<file path="src/rtl/fcm_pkg.sv">
package fcm_pkg;

   // Prediction table geometry
   localparam int INDEX_BITS  = 2;
   localparam int TABLE_SIZE  = 1 << INDEX_BITS;
   localparam int GROUP_SLOTS = 4;
   localparam int HELD_SLOTS  = GROUP_SLOTS - 1;

   // Default depth of the job queue between front and back
   localparam int QUEUE_DEPTH_DEFAULT = 2;

   // Residual size codes
   localparam logic [1:0] CODE_ZERO  = 2'd0;
   localparam logic [1:0] CODE_TWO   = 2'd1;
   localparam logic [1:0] CODE_THREE = 2'd2;
   localparam logic [1:0] CODE_FOUR  = 2'd3;

   // One unit of output work: optional header, optional group
   typedef struct packed {
      logic                                hdr;
      logic                                grp;
      logic                                last;
      logic [31:0]                         count;
      logic [GROUP_SLOTS-1:0][1:0]         codes;
      logic [GROUP_SLOTS-1:0][31:0]        res;
   } job_type;

   function automatic logic [1:0] size_code(input logic [31:0] r);
      logic [1:0] c;
      if (r == 32'd0) c = CODE_ZERO;
      else if (r[31:16] == 16'd0) c = CODE_TWO;
      else if (r[31:24] == 8'd0) c = CODE_THREE;
      else c = CODE_FOUR;
      return c;
   endfunction

   // Pick byte pos of a word, byte 0 is least significant
   function automatic logic [7:0] byte_of(input logic [31:0] w, input logic [1:0] pos);
      logic [7:0] b;
      case (pos)
         2'd0:    b = w[7:0];
         2'd1:    b = w[15:8];
         2'd2:    b = w[23:16];
         default: b = w[31:24];
      endcase
      return b;
   endfunction

endpackage

</file>
<file path="src/rtl/fcm_front.sv">
module fcm_front import fcm_pkg::*; (
   input  logic        clock,
   input  logic        reset,
   input  logic        req_push,
   output logic        req_full,
   input  logic [31:0] req_float_bits,
   input  logic        csr_write_enable,
   input  logic [31:0] csr_write_data,
   input  logic        q_full,
   output logic        q_push,
   output job_type     q_job
);

   logic [31:0]                  word_count_ff;
   logic [TABLE_SIZE-1:0][31:0]  table_ff, table_in;
   logic [INDEX_BITS-1:0]        tindex_ff, tindex_in;
   logic [31:0]                  pred_ff, pred_in;
   logic [31:0]                  held_res_ff [HELD_SLOTS];
   logic [1:0]                   held_code_ff [HELD_SLOTS];
   logic [1:0]                   slot_ff;
   logic [31:0]                  seen_ff, seen_in;

   logic        accept;
   logic [31:0] resid;
   logic [1:0]  code;
   logic        last;
   logic        emit_grp;
   logic        hdr;

   assign req_full = q_full;
   assign accept   = req_push && !q_full;

   // Classify the word
   always_comb begin
      resid    = req_float_bits ^ pred_ff;
      code     = size_code(resid);
      seen_in  = seen_ff + 32'd1;
      last     = (seen_in == word_count_ff);
      hdr      = (seen_ff == 32'd0);
      emit_grp = (slot_ff == 2'd3) || last;
      table_in = table_ff;
      table_in[tindex_ff] = req_float_bits;
      tindex_in = req_float_bits[31 -: INDEX_BITS];
      pred_in   = table_in[tindex_in];
   end

   // Build the job: held slots, the current slot, padding after it
   always_comb begin
      q_job.hdr   = hdr;
      q_job.grp   = emit_grp;
      q_job.last  = last;
      q_job.count = word_count_ff;
      for (int k = 0; k < GROUP_SLOTS; k++) begin
         if (2'(k) < slot_ff) begin
            q_job.res[k]   = held_res_ff[k];
            q_job.codes[k] = held_code_ff[k];
         end else if (2'(k) == slot_ff) begin
            q_job.res[k]   = resid;
            q_job.codes[k] = code;
         end else begin
            q_job.res[k]   = 32'd0;
            q_job.codes[k] = CODE_TWO;
         end
      end
      q_push = accept && (hdr || emit_grp);
   end

   // Hold the length register
   always_ff @(posedge clock) begin
      if (reset) begin
         word_count_ff <= 32'd1;
      end else if (csr_write_enable) begin
         word_count_ff <= csr_write_data;
      end
   end

   // Advance predictor and group state
   always_ff @(posedge clock) begin
      if (reset) begin
         table_ff  <= '0;
         tindex_ff <= '0;
         pred_ff   <= '0;
         slot_ff   <= '0;
         seen_ff   <= '0;
      end else if (accept) begin
         if (last) begin
            table_ff  <= '0;
            tindex_ff <= '0;
            pred_ff   <= '0;
            slot_ff   <= '0;
            seen_ff   <= '0;
         end else begin
            table_ff  <= table_in;
            tindex_ff <= tindex_in;
            pred_ff   <= pred_in;
            slot_ff   <= emit_grp ? 2'd0 : slot_ff + 2'd1;
            seen_ff   <= seen_in;
         end
      end
   end

   // Store the open group's residuals
   always_ff @(posedge clock) begin
      if (accept && !emit_grp) begin
         held_res_ff[slot_ff]  <= resid;
         held_code_ff[slot_ff] <= code;
      end
   end

endmodule

</file>
<file path="src/rtl/fcm_queue.sv">
module fcm_queue import fcm_pkg::*; #(
   parameter int DEPTH = QUEUE_DEPTH_DEFAULT
) (
   input  logic    clock,
   input  logic    reset,
   input  logic    push,
   input  job_type push_job,
   output logic    full,
   input  logic    pop,
   output logic    valid,
   output job_type head_job
);

   localparam int PTR_W = $clog2(DEPTH);
   localparam int CNT_W = $clog2(DEPTH + 1);

   job_type            mem_ff [DEPTH];
   logic [PTR_W-1:0]   wr_ff, rd_ff;
   logic [CNT_W-1:0]   cnt_ff;
   logic               do_push, do_pop;

   assign full     = (cnt_ff == CNT_W'(DEPTH));
   assign valid    = (cnt_ff != '0);
   assign head_job = mem_ff[rd_ff];
   assign do_push  = push && !full;
   assign do_pop   = pop && valid;

   function automatic logic [PTR_W-1:0] wrap_inc(input logic [PTR_W-1:0] p);
      return (p == PTR_W'(DEPTH - 1)) ? '0 : p + 1'b1;
   endfunction

   // Move pointers and count
   always_ff @(posedge clock) begin
      if (reset) begin
         wr_ff  <= '0;
         rd_ff  <= '0;
         cnt_ff <= '0;
      end else begin
         if (do_push) wr_ff <= wrap_inc(wr_ff);
         if (do_pop) rd_ff <= wrap_inc(rd_ff);
         if (do_push && !do_pop) cnt_ff <= cnt_ff + 1'b1;
         else if (do_pop && !do_push) cnt_ff <= cnt_ff - 1'b1;
      end
   end

   // Store the incoming job
   always_ff @(posedge clock) begin
      if (do_push) begin
         mem_ff[wr_ff] <= push_job;
      end
   end

endmodule

</file>
<file path="src/rtl/fcm_back.sv">
module fcm_back import fcm_pkg::*; (
   input  logic       clock,
   input  logic       reset,
   input  logic       q_valid,
   input  job_type    q_job,
   output logic       q_pop,
   output logic       rsp_empty,
   input  logic       rsp_pop,
   output logic [7:0] rsp_out_byte,
   output logic       rsp_run_last,
   output logic       rsp_stream_done
);

   typedef enum logic [1:0] {PH_START, PH_HDR, PH_CODE, PH_DATA} phase_type;

   typedef struct packed {
      logic       found;
      logic [1:0] idx;
   } pick_type;

   phase_type  phase_ff, cur_phase, nxt_phase;
   logic [1:0] cnt_ff, cur_cnt, nxt_cnt;
   logic [1:0] slot_ff, nxt_slot;
   logic       last_byte;
   logic       take;
   pick_type   pick;

   // Find the first slot at or after start that carries bytes
   function automatic pick_type first_nz(input logic [GROUP_SLOTS-1:0][1:0] c,
                                         input logic [2:0] start);
      pick_type p;
      p = '0;
      for (int k = 0; k < GROUP_SLOTS; k++) begin
         if (!p.found && 3'(k) >= start && c[k] != CODE_ZERO) begin
            p.found = 1'b1;
            p.idx   = 2'(k);
         end
      end
      return p;
   endfunction

   // Pick the current byte and the step after it
   always_comb begin
      if (phase_ff == PH_START) begin
         cur_phase = q_job.hdr ? PH_HDR : PH_CODE;
         cur_cnt   = 2'd3;
      end else begin
         cur_phase = phase_ff;
         cur_cnt   = cnt_ff;
      end
      nxt_phase    = cur_phase;
      nxt_cnt      = cur_cnt;
      nxt_slot     = slot_ff;
      last_byte    = 1'b0;
      rsp_out_byte = 8'd0;
      pick         = '0;
      case (cur_phase)
         PH_HDR: begin
            rsp_out_byte = byte_of(q_job.count, cur_cnt);
            if (cur_cnt == 2'd0) begin
               last_byte = !q_job.grp;
               nxt_phase = PH_CODE;
            end else begin
               nxt_cnt = cur_cnt - 2'd1;
            end
         end
         PH_CODE: begin
            rsp_out_byte = {q_job.codes[3], q_job.codes[2], q_job.codes[1], q_job.codes[0]};
            pick = first_nz(q_job.codes, 3'd0);
            last_byte = !pick.found;
            nxt_phase = PH_DATA;
            nxt_slot  = pick.idx;
            nxt_cnt   = q_job.codes[pick.idx];
         end
         PH_DATA: begin
            rsp_out_byte = byte_of(q_job.res[slot_ff], cur_cnt);
            if (cur_cnt != 2'd0) begin
               nxt_cnt = cur_cnt - 2'd1;
            end else begin
               pick = first_nz(q_job.codes, {1'b0, slot_ff} + 3'd1);
               last_byte = !pick.found;
               nxt_slot  = pick.idx;
               nxt_cnt   = q_job.codes[pick.idx];
            end
         end
         default: begin
            last_byte = 1'b1;
         end
      endcase
   end

   assign take            = rsp_pop && q_valid;
   assign q_pop           = take && last_byte;
   assign rsp_empty       = !q_valid;
   assign rsp_run_last    = last_byte;
   assign rsp_stream_done = last_byte && q_job.last;

   // Advance the byte sequencer
   always_ff @(posedge clock) begin
      if (reset) begin
         phase_ff <= PH_START;
         cnt_ff   <= '0;
         slot_ff  <= '0;
      end else if (take) begin
         if (last_byte) begin
            phase_ff <= PH_START;
         end else begin
            phase_ff <= nxt_phase;
            cnt_ff   <= nxt_cnt;
            slot_ff  <= nxt_slot;
         end
      end
   end

endmodule

</file>
<file path="src/rtl/fcm_float_stream_compressor_unit.sv">
// Float stream compressor: each 32-bit word is XORed with a context prediction
// and the residuals are packed four to a group (code byte, then significant
// bytes), with a 4-byte word count header at the start of each stream. The
// front accepts one word per cycle while the job queue has room; it pushes a
// job only at a stream start or a finished group. The back serializes one byte
// per cycle from the head job while the output is popped, so sustained
// throughput is set by the output byte rate: a group costs 1 to 17 bytes for
// four words, plus 4 for a header.
module fcm_float_stream_compressor_unit import fcm_pkg::*; #(
   parameter int QUEUE_DEPTH = QUEUE_DEPTH_DEFAULT
) (
   input  logic        clock,
   input  logic        reset,
   input  logic        req_push,
   output logic        req_full,
   input  logic [31:0] req_float_bits,
   output logic        rsp_empty,
   input  logic        rsp_pop,
   output logic [7:0]  rsp_out_byte,
   output logic        rsp_run_last,
   output logic        rsp_stream_done,
   input  logic        csr_write_enable,
   input  logic [31:0] csr_write_data
);

   logic    q_full, q_push, q_valid, q_pop;
   job_type push_job, head_job;

   fcm_front u_front (
      .clock            (clock),
      .reset            (reset),
      .req_push         (req_push),
      .req_full         (req_full),
      .req_float_bits   (req_float_bits),
      .csr_write_enable (csr_write_enable),
      .csr_write_data   (csr_write_data),
      .q_full           (q_full),
      .q_push           (q_push),
      .q_job            (push_job)
   );

   fcm_queue #(.DEPTH(QUEUE_DEPTH)) u_queue (
      .clock    (clock),
      .reset    (reset),
      .push     (q_push),
      .push_job (push_job),
      .full     (q_full),
      .pop      (q_pop),
      .valid    (q_valid),
      .head_job (head_job)
   );

   fcm_back u_back (
      .clock           (clock),
      .reset           (reset),
      .q_valid         (q_valid),
      .q_job           (head_job),
      .q_pop           (q_pop),
      .rsp_empty       (rsp_empty),
      .rsp_pop         (rsp_pop),
      .rsp_out_byte    (rsp_out_byte),
      .rsp_run_last    (rsp_run_last),
      .rsp_stream_done (rsp_stream_done)
   );

endmodule

</file>
<file path="config.mk">
export PLATFORM = sky130hd
export DESIGN_NAME = fcm_float_stream_compressor_unit
export DESIGN_NICKNAME = d
export VERILOG_FILES = /design/src/rtl/fcm_pkg.sv /design/src/rtl/fcm_front.sv /design/src/rtl/fcm_queue.sv /design/src/rtl/fcm_back.sv /design/src/rtl/fcm_float_stream_compressor_unit.sv
export SDC_FILE = /design/constraint.sdc
export NUM_CORES = 1
export LEC_CHECK = 0
export BUFFER_PORTS_ARGS = -buffer_cell sky130_fd_sc_hd__buf_2
export CORE_UTILIZATION = 25
export CTS_CLUSTER_SIZE = 8
export DETAILED_ROUTE_END_ITERATION = 12
export PLACE_DENSITY_LB_ADDON = 0.05
export SYNTH_ARGS = -nofsm -noshare
export SYNTH_HDL_FRONTEND = slang
export SYNTH_SLANG_ARGS = --single-unit
</file>
<file path="constraint.sdc">
create_clock -name clock -period 10.95 [get_ports clock]
set_input_delay 3.285 -clock clock [delete_from_list [all_inputs] [get_ports clock]]
set_output_delay 3.285 -clock clock [all_outputs]
set_load 0.05 [all_outputs]
</file>
**Word-level counts from Yosys, hierarchy flattened**

Memory sizes are Yosys's and may differ from the RTL's. A register that Yosys moved wholly into a read port is not among the register bits.
Cells that the tools add are included.

- Bits in registers: 238
- Bits in latches: 0
- Bits in writable memories: 444
- ROM bits: 0
- Bits of input ports: 69
- Output and inout bits: 12
- Logic and storage cells: 191
- Memories kept: 3

Memories:

| memory | words | bits a word | read ports | clocked after memory_dff | wr ports | RTL line | text |
|---|---|---|---|---|---|---|---|
| u_queue.mem_ff | 2 | 171 | 1 | 1 | 1 | fcm_queue.sv:17 | `job_type mem_ff [DEPTH];` |
| u_front.held_res_ff | 3 | 32 | 4 | 0 | 1 | fcm_front.sv:18 | `logic [31:0] held_res_ff [HELD_SLOTS];` |
| u_front.held_code_ff | 3 | 2 | 4 | 0 | 1 | fcm_front.sv:19 | `logic [1:0] held_code_ff [HELD_SLOTS];` |

- $add $sub $neg: 8
- $mul: 0
- Div/mod/pow operators: 0
- Order comparisons: 14
- Equality and inequality tests: 12
- Shifts and indexed selects: 0
- Muxes and demuxes: 83
- Bitwise operators: 2
- Reductions and logical operators: 54

Operators with widths:

| cell | number |
|---|---|
| $mux W32 | 13 |
| $bmux W32 S2 | 2 |
| $bwmux W128 | 1 |
| $mux W128 | 1 |
| $pmux W8 S3 | 3 |
| $demux W32 S2 | 1 |
| $logic_not A32 Y1 | 2 |
| $mux W3 | 20 |
| $mux W2 | 25 |
| $add A32 B1 Y32 const B | 1 |
| $eq A32 B32 Y1 | 1 |
| $xor A32 B32 Y32 | 1 |
| $logic_and A1 B1 Y1 | 21 |
| $logic_not A16 Y1 | 1 |
| $reduce_bool A2 Y1 | 8 |
| $lt A2 B3 Y1 const B | 5 |
| $logic_not A1 Y1 | 14 |
| $mux W1 | 11 |
| $eq A2 B2 Y1 const B | 5 |
| $bmux W2 S2 | 2 |
| $logic_not A8 Y1 | 1 |
| $pmux W2 S2 | 2 |
| $ge A1 B3 Y1 const A | 2 |
| $ge A2 B3 Y1 const A | 2 |
| 18 further kinds | 28 |

**Depth between registers and ports, before layout**

Gate-level depths: netlist (run 1).

- Depth in word-level cells: 32
- Gate-level depth with buffers: 17
- Gate-level depth less buffers: 14

**By module**

A second synthesis (run 1) with hierarchy kept.

- Cell total of the unflattened synthesis: 2,964
- Area total of the unflattened synthesis: 32,553.7 um2

By module, submodules not included:

| module | instances | cells an instance | area each (um2) |
|---|---|---|---|
| fcm_front | 1 | 2,166 | 17,484.3 |
| fcm_queue | 1 | 557 | 12,914.9 |
| fcm_back | 1 | 241 | 2,154.6 |

**Worst setup path after synthesis (run 1)**

No wires, ideal clock.

- Path type: input to register
- Start: in req_push
- End: mem u_queue.mem_ff[0][0] in the netlist's numbering, enable pin
- Arrival time: 10,939 ps
- Slack: -693 ps
- Stages on the path: 4
- Path through: nand2_1 -> clkbuf_1 -> a21o_1 -> nor2_1

- Cells in the longest elaborated chain, start to end: 5

RTL lines:

| item | RTL line | text |
|---|---|---|
| start: declaration | fcm_float_stream_compressor_unit.sv:14 | `input logic req_push,` |
| $logic_and A1 B1 Y1 | fcm_front.sv:31 | `assign accept = req_push && !q_full;` |
| $logic_and A1 B1 Y1 | fcm_front.sv:65 | `q_push = accept && (hdr \|\| emit_grp);` |
| $logic_and A1 B1 Y1 | fcm_queue.sv:25 | `assign do_push = push && !full;` |
| $mux W1 | fcm_queue.sv:48 | `if (do_push) begin` |
| $mux W1 (not written as such) | fcm_queue.sv:49 | `mem_ff[wr_ff] <= push_job;` |
| end: declaration | fcm_queue.sv:17 |  |

No other way between the ends.

==> run_results.csv, run 1 <==
group,metric,value,unit
status,status,"completed",
die,die_area,0.123,mm²
sta,holdWs,0.448,ns
global_routing,grt_usage,17.2,%
die,fp.dieH,351,µm
die,core-area,0.120,mm²
worst_setup_path,timing.critical_path.mode_cell,"o21ai_0",
sta,worst_pin_slew,1.46,ns
synth,netlist-cell-type-count,81,
detailed_routing,finalWirelength,106000,µm
worst_setup_path,worstPathMaxFanout,33,
worst_setup_path,critPathRequiredTime,7.67,ns
synth,synth_area,0.0304,mm²
clocking,hold_buffers,0,
sta,finalSetupViolCount,0,
detailed_routing,drtIter0Drc,1721,
layout,nNetsFinal,2718,
sta,fmax,129,MHz
clocking,post_cts_buffers,0,
detailed_routing,wl_per_cell,24.6,µm
worst_setup_path,end_kind,"output port",
sta,min_period,7.73,ns
synth,yosysMostFrequentCell,"edfxtp_1",
clocking,cts-root-buf,"clkbuf_16",
clocking,clock_latency,0.67,ns
synth,ys_ff_latch,683,
hold_path,hp-class,"reg -> reg",
worst_setup_path,slowest_delay,0.90,ns
pwr,p_per_area,224,mW/mm²
worst_setup_path,crit_arrival,4.45,ns
synth,ys_warn_count,0,
synth,synthArstFlopShare,0,%
detailed_routing,drc,0,
synth,netlist.area_leader.share,43.9,%
die,rows,127,
synth,yosys.area.top_type,"edfxtp_1",
detailed_routing,vias,21000,
pwr,peakVddDrop,154,µV
placement,post-dp-hpwl,64300,µm
synth,synth_nets,2665,
detailed_routing,routed.top_layer,"met5",
clocking,clock-sinks,683,
clocking,clkTransAtPathRegs,0.06,ns
clocking,clock_path_buffers,3,
detailed_routing,route.met2.wl,49800,µm
flow_run,maxCapViolations,0,
synth,ys_top_cells_by_area,"edfxtp_1 (44%), dfxtp_1 (16%), mux4_2 (5.8%), mux2i_1 (4.6%), o22ai_1 (3.0%)",
worst_setup_path,slowest_stage,"dfxtp_4",
detailed_routing,viasPerCell,4.87,
worst_setup_path,worstSetupPathType,"reg -> out",
global_routing,grt_max_degree,142,
clocking,cts_tree,"yes",
synth,synthFlopType,"edfxtp_1",
sta,slew_violations,0,
pwr,p_leak,11.8,nW
worst_setup_path,startpoint_type,"flip-flop",
synth,syn_inst,2589,
pwr,total_power,0.00790,W
synth,syn_area_per_cell,11.7,µm²
synth,ys_seq_area_share,59.6,%
sta,hold_viol_final,0,
clocking,cts-buffers-inserted,97,
synth,synth_commonest_cells,"edfxtp_1 (444), nand2_1 (245), dfxtp_1 (239)",
detailed_routing,wl_met1,49100,µm
global_routing,first_global_vias,21500,
layout,drive_gt1_share,14.1,%
layout,areaGrowthSynthToFinish,16.2,%
sta,rsz0062_at_grt,"no",
detailed_routing,firstDrtPassIters,5,
die,fp.dieW,351,µm
sta,fin_crit_sh,70.6,%
global_routing,grt_first_pass_wirelength,153000,µm
detailed_routing,ant_nets,0,
synth,synth_edf_count,444,
layout,fillCellCount,12300,
sta,finalClockSkew,0.0247,ns
clocking,htree_levels,3,
detailed_routing,dr_wl_met3,4500,µm
die,boundaryPins,81,
global_routing,grt_antenna_before_repair,6,
clocking,cts_resized,0,
placement,portBuffers,80,
worst_setup_path,path_cells,"buf_4 > mux4_2 > mux2i_1 > o22ai_1 > a21oi_1 > o221ai_1 > o21ai_0 > o21ai_0 > buf_2",
sta,relSlewSlack,1.80,%
placement,place_congestion,0.791,
die,start_util,25.3,%
global_routing,gr-total-overflow,0,
sequential cells by signal, summed over array words and instances (netlist names), named ones only:
name / flops
u_back.cnt_ff: 2
u_back.phase_ff: 2
u_back.slot_ff: 2
u_front.held_code_ff: 6
u_front.held_res_ff: 96
u_front.pred_ff: 32
u_front.seen_ff: 32
u_front.slot_ff: 2
u_front.table_ff: 128
u_front.tindex_ff: 2
u_front.word_count_ff: 32
u_queue.cnt_ff: 2
u_queue.mem_ff: 342
u_queue.rd_ff: 1
u_queue.wr_ff: 1
worst paths after layout:
check | slack (ns) | cells past startpoint | endpoint | from
max | 3.22 | 9 | rsp_out_byte[7] | flip-flop
min reg2reg | 0.45 | 2 | u_front.table_ff[17] | u_front.table_ff[17]
max reg2reg | 5.21 | 10 | u_queue.mem_ff[0][12] | u_front.seen_ff[2]
min | 0.45 | 2 | u_front.table_ff[17] | u_front.table_ff[17]
worst max-delay path: cells and delay by family, from the launching register on:
| kind | cells | cell delay (ns) |
|---|---|---|
| AO/OA/AOI/OAI | 5 | 1.13 |
| buffers and inverters | 2 | 0.91 |
| flip-flops | 1 | 0.90 |
| multiplexers | 2 | 0.80 |
final cells by class:
type	instances	area (µm²)	share of cell area, %
diodes	5	12.5	0.0354
clock buffers	143	2640	7.48
clock inverters	10	119	0.337
inverters	185	694	1.97
multi-input cells	1532	10800	30.6
flip-flops and latches	683	18100	51.3
well taps	1612	2020	5.71
repair buffers	143	901	2.55
metal layers:
layer / vias to the layer above / global-route usage [%]
li1: 9730 / -
met1: 10700 / 23.1
met2: 453 / 28.1
met3: 155 / 3.03
met4: 8 / 4.90
met5: - / 0
through the flow:
stage               worst slack [ns]  setup TNS (ns)  utilization, %  area [µm²]  instances
global placement                3.63               0            27.1       32500       4155
global route                    2.81               0            29.4       35300       4308
floorplan                     -0.693         -237.14               -       30400       2589
CTS                             2.92               0            29.4       35300       4308
finish                          3.22               0            29.4       35300       4313
detailed placement              3.66               0            27.1       32500       4155
cell usage in the layout (no fill, tap or decap), drive strengths merged, types with 19 or more instances in the layout:
cell / n
a21oi: 80
a22oi: 42
a31oi: 19
buf: 143
clkbuf: 143
dfxtp: 239
edfxtp: 444
inv: 190
mux2i: 141
mux4: 78
nand2: 245
nand3: 39
nand4: 36
nor2: 184
nor3: 19
nor4: 22
o2111ai: 21
o211ai: 26
o21ai: 172
o22ai: 148
xnor2: 65
xor2: 25
power by group:
group          switching [W]  total, W  internal, W
clock network        0.00114   0.00281      0.00167
logic                0.00120   0.00171     0.000501
registers           0.000165   0.00339      0.00322
cells by family (layout without fill, tap and decap cells):
logic type               count (synthesis)  in the layout  share of synthesized area [%]
AO/OA/AOI/OAI                          583            583                           12.2
other                                    0              5                              0
XOR/XNOR                                90             90                           2.59
buffers and inverters                  374            481                           5.11
multiplexers                           228            228                           10.8
AND/OR/NAND/NOR                        624            624                           9.45
adder cells (fa/ha/maj)                  7              7                          0.288
flip-flops                             683            683                           59.6
Note: power is estimated with default switching activity, not from simulation.
==> run 2, diff against run 1 <==
--- a/config.mk
+++ b/config.mk
@@ -5,6 +5,7 @@
 export SDC_FILE = /design/constraint.sdc
 export NUM_CORES = 1
 export LEC_CHECK = 0
+export ABC_AREA = 1
 export BUFFER_PORTS_ARGS = -buffer_cell sky130_fd_sc_hd__buf_2
 export CORE_UTILIZATION = 25
 export CTS_CLUSTER_SIZE = 8
==> constraint.sdc (replaced) <==
create_clock -name clock -period 7.8 [get_ports clock]
set_input_delay 2.34 -clock clock [delete_from_list [all_inputs] [get_ports clock]]
set_output_delay 2.34 -clock clock [all_outputs]
set_load 0.05 [all_outputs]
==> run 2 against run 1 <==
Critical path depth is the same. Clock skew increased by 0.0038 ns. Non-clock buffer count decreased by 14. Sequential power increased by 33%. Flip-flop and latch count unchanged. Critical endpoint unchanged. Largest power group unchanged. Highest routed layer unchanged.
==> run_results.csv, run 2 <==
group,metric,value,unit
status,status,"completed",
global_routing,grt_first_pass_wirelength,171000,µm
placement,placed_cells,5078,
pwr,total_power,0.0107,W
worst_setup_path,end_kind,"output port",
layout,largest_reg_flops,342,
detailed_routing,finalWirelength,116000,µm
sta,worst_pin_slew,1.18,ns
sta,fmax,155,MHz
synth,yosys.area.top_type,"edfxtp_1",
placement,place_congestion,0.818,
sta,tns,0,ns
layout,areaGrowthSynthToFinish,15.9,%
detailed_routing,viasPerCell,4.90,
hold_path,whs_path_depth,2,
worst_setup_path,startpoint,"u_back.phase_ff[1]",
sta,rsz0062_at_grt,"no",
clocking,cts_tree,"yes",
synth,ys_top_cells_by_area,"edfxtp_1 (43%), dfxtp_1 (15%), nand2_1 (11%), o21ai_0 (6.6%), a21oi_1 (5.4%)",
synth,synth_area,0.0311,mm²
detailed_routing,firstDrtPassIters,6,
die,die_area,0.126,mm²
flow_run,maxCapViolations,0,
global_routing,grt_max_degree,130,
synth,synth_edf_count,444,
synth,synth_nets,3608,
sta,min_period,6.43,ns
worst_setup_path,startpoint_type,"flip-flop",
detailed_routing,drc,0,
worst_setup_path,crit_arrival,4.09,ns
layout,drive_gt1_share,8.55,%
worst_setup_path,worstPathMaxFanout,11,
synth,ys_ff_latch,683,
layout,fin_cells,5257,
detailed_routing,vias,25800,
sta,relSlewSlack,21.3,%
synth,syn_area_per_cell,8.80,µm²
sta,fin_crit_sh,82.5,%
synth,ys_seq_area_share,58.3,%
clocking,clock_latency,0.68,ns
worst_setup_path,r2r_cells,16,
clocking,hold_buffers,0,
clocking,clock_path_buffers,3,
worst_setup_path,worstSetupPathType,"reg -> out",
clocking,htree_levels,3,
synth,synthArstFlopShare,0,%
sta,finalClockSkew,0.0285,ns
layout,regMostFlops,"u_queue.mem_ff",
synth,ys_warn_count,0,
hold_path,hp-class,"reg -> reg",
pwr,peakVddDrop,161,µV
layout,final_util,29.2,%
die,fp.dieH,355,µm
layout,final_common_cell,"nand2_1",
clocking,clkTransAtPathRegs,0.06,ns
sta,finalSetupViolCount,0,
die,boundaryPins,81,
pwr,p_leak,12.4,nW
die,rows,129,
global_routing,grt_usage,18.2,%
die,fp.dieW,355,µm
detailed_routing,wl_per_cell,22.2,µm
pwr,p_per_area,298,mW/mm²
global_routing,first_global_vias,24800,
clocking,post_cts_buffers,0,
hold_path,min-delay-start,"u_front.table_ff[27]",
worst_setup_path,r2r_start,"u_front.seen_ff[0]",
layout,layout_common_cells,"nand2_1 (942), edfxtp_1 (444), o21ai_0 (409), a21oi_1 (335), nor2_1 (273)",
die,start_util,25.2,%
placement,post-dp-hpwl,73400,µm
synth,netlist.area_leader.share,42.9,%
sta,hold_viol_final,0,
sta,slew_violations,0,
global_routing,gr-total-overflow,0,
synth,yosysMostFrequentCell,"nand2_1",
layout,nNetsFinal,3617,
die,core-area,0.123,mm²
worst_setup_path,critPathRequiredTime,5.46,ns
placement,portBuffers,80,
clocking,cts-buffers-inserted,98,
sta,holdWs,0.459,ns
clocking,cts_resized,0,
detailed_routing,ant_nets,0,
clocking,clock-sinks,683,
synth,synth_commonest_cells,"nand2_1 (944), edfxtp_1 (444), o21ai_0 (409)",
synth,syn_inst,3532,
global_routing,grt_antenna_before_repair,11,
detailed_routing,drtIter0Drc,2134,
clocking,cts-root-buf,"clkbuf_16",
synth,synthFlopType,"edfxtp_1",
layout,top_regs,"u_queue.mem_ff: 342 flops, u_front.table_ff: 128 flops, u_front.held_res_ff: 96 flops",
synth,netlist-cell-type-count,44,
## run 2: cell types whose count changed after synthesis, sizes merged, moves of 78 or more
cell,change
mux4,-78
a21oi,+255
o22ai,-119
nor2,+103
o21ai,+242
mux2i,-141
nand3,+189
nand2,+700
## run 2: power breakdown
group	internal, W	switching, W	leakage (nW)
clock	0.00242	0.00168	1.38
combinational	0.000484	0.00163	4.93
sequential	0.00436	0.000161	6.09
total	0.00726	0.00347	12.4
## run 2: layer usage
metal / global-route usage [%] / vias up / routed length, µm
li1: - / 12300 / -
met1: 26.6 / 12700 / 57700
met2: 28.2 / 641 / 51700
met3: 2.57 / 144 / 4930
met4: 4.12 / 4 / 2120
met5: 0 / - / 27
## run 2: final timing paths
path | slack [ns] | to
max reg2reg | 3.14 | u_queue.mem_ff[1][145]
min | 0.46 | u_front.table_ff[27]
min reg2reg | 0.46 | u_front.table_ff[27]
max | 1.37 | rsp_out_byte[7]
## run 2: stage by stage
| stage | worst slack (ns) | cell area, µm² |
|---|---|---|
| final | 1.37 | 36000 |
| after floorplan | 0.735 | 31100 |
| after CTS | 1.23 | 36000 |
| after global placement | 2.05 | 33100 |
| after global routing | 1.04 | 36000 |
| after detailed placement | 1.98 | 33100 |
## run 2: cell families after synthesis
logic type / count (synthesis) / synth area share, %
AO/OA/AOI/OAI: 871 / 15.2
XOR/XNOR: 10 / 0.370
adder cells (fa/ha/maj): 7 / 0.282
buffers and inverters: 395 / 5.07
flip-flops: 683 / 58.3
AND/OR/NAND/NOR: 1566 / 20.8
## run 2: final cells by class
type / instances / area, µm²
multi-input cells: 2454 / 11500
diodes: 5 / 12.5
clock buffers: 163 / 2710
repair buffers: 129 / 812
flip-flops and latches: 683 / 18100
clock inverters: 11 / 183
fillers: 12900 / 87400
inverters: 175 / 669
well taps: 1637 / 2050
## run 2: worst max-delay path: stages (launching register included)
cell      delay [ns]
dfxtp_1         0.38
nor2_1          0.09
nor2_1          0.59
nand2_1         0.56
inv_1           0.55
nand2_1         0.10
nand2_1         0.15
o21ai_0         0.21
o221ai_1        0.42
buf_2           0.35
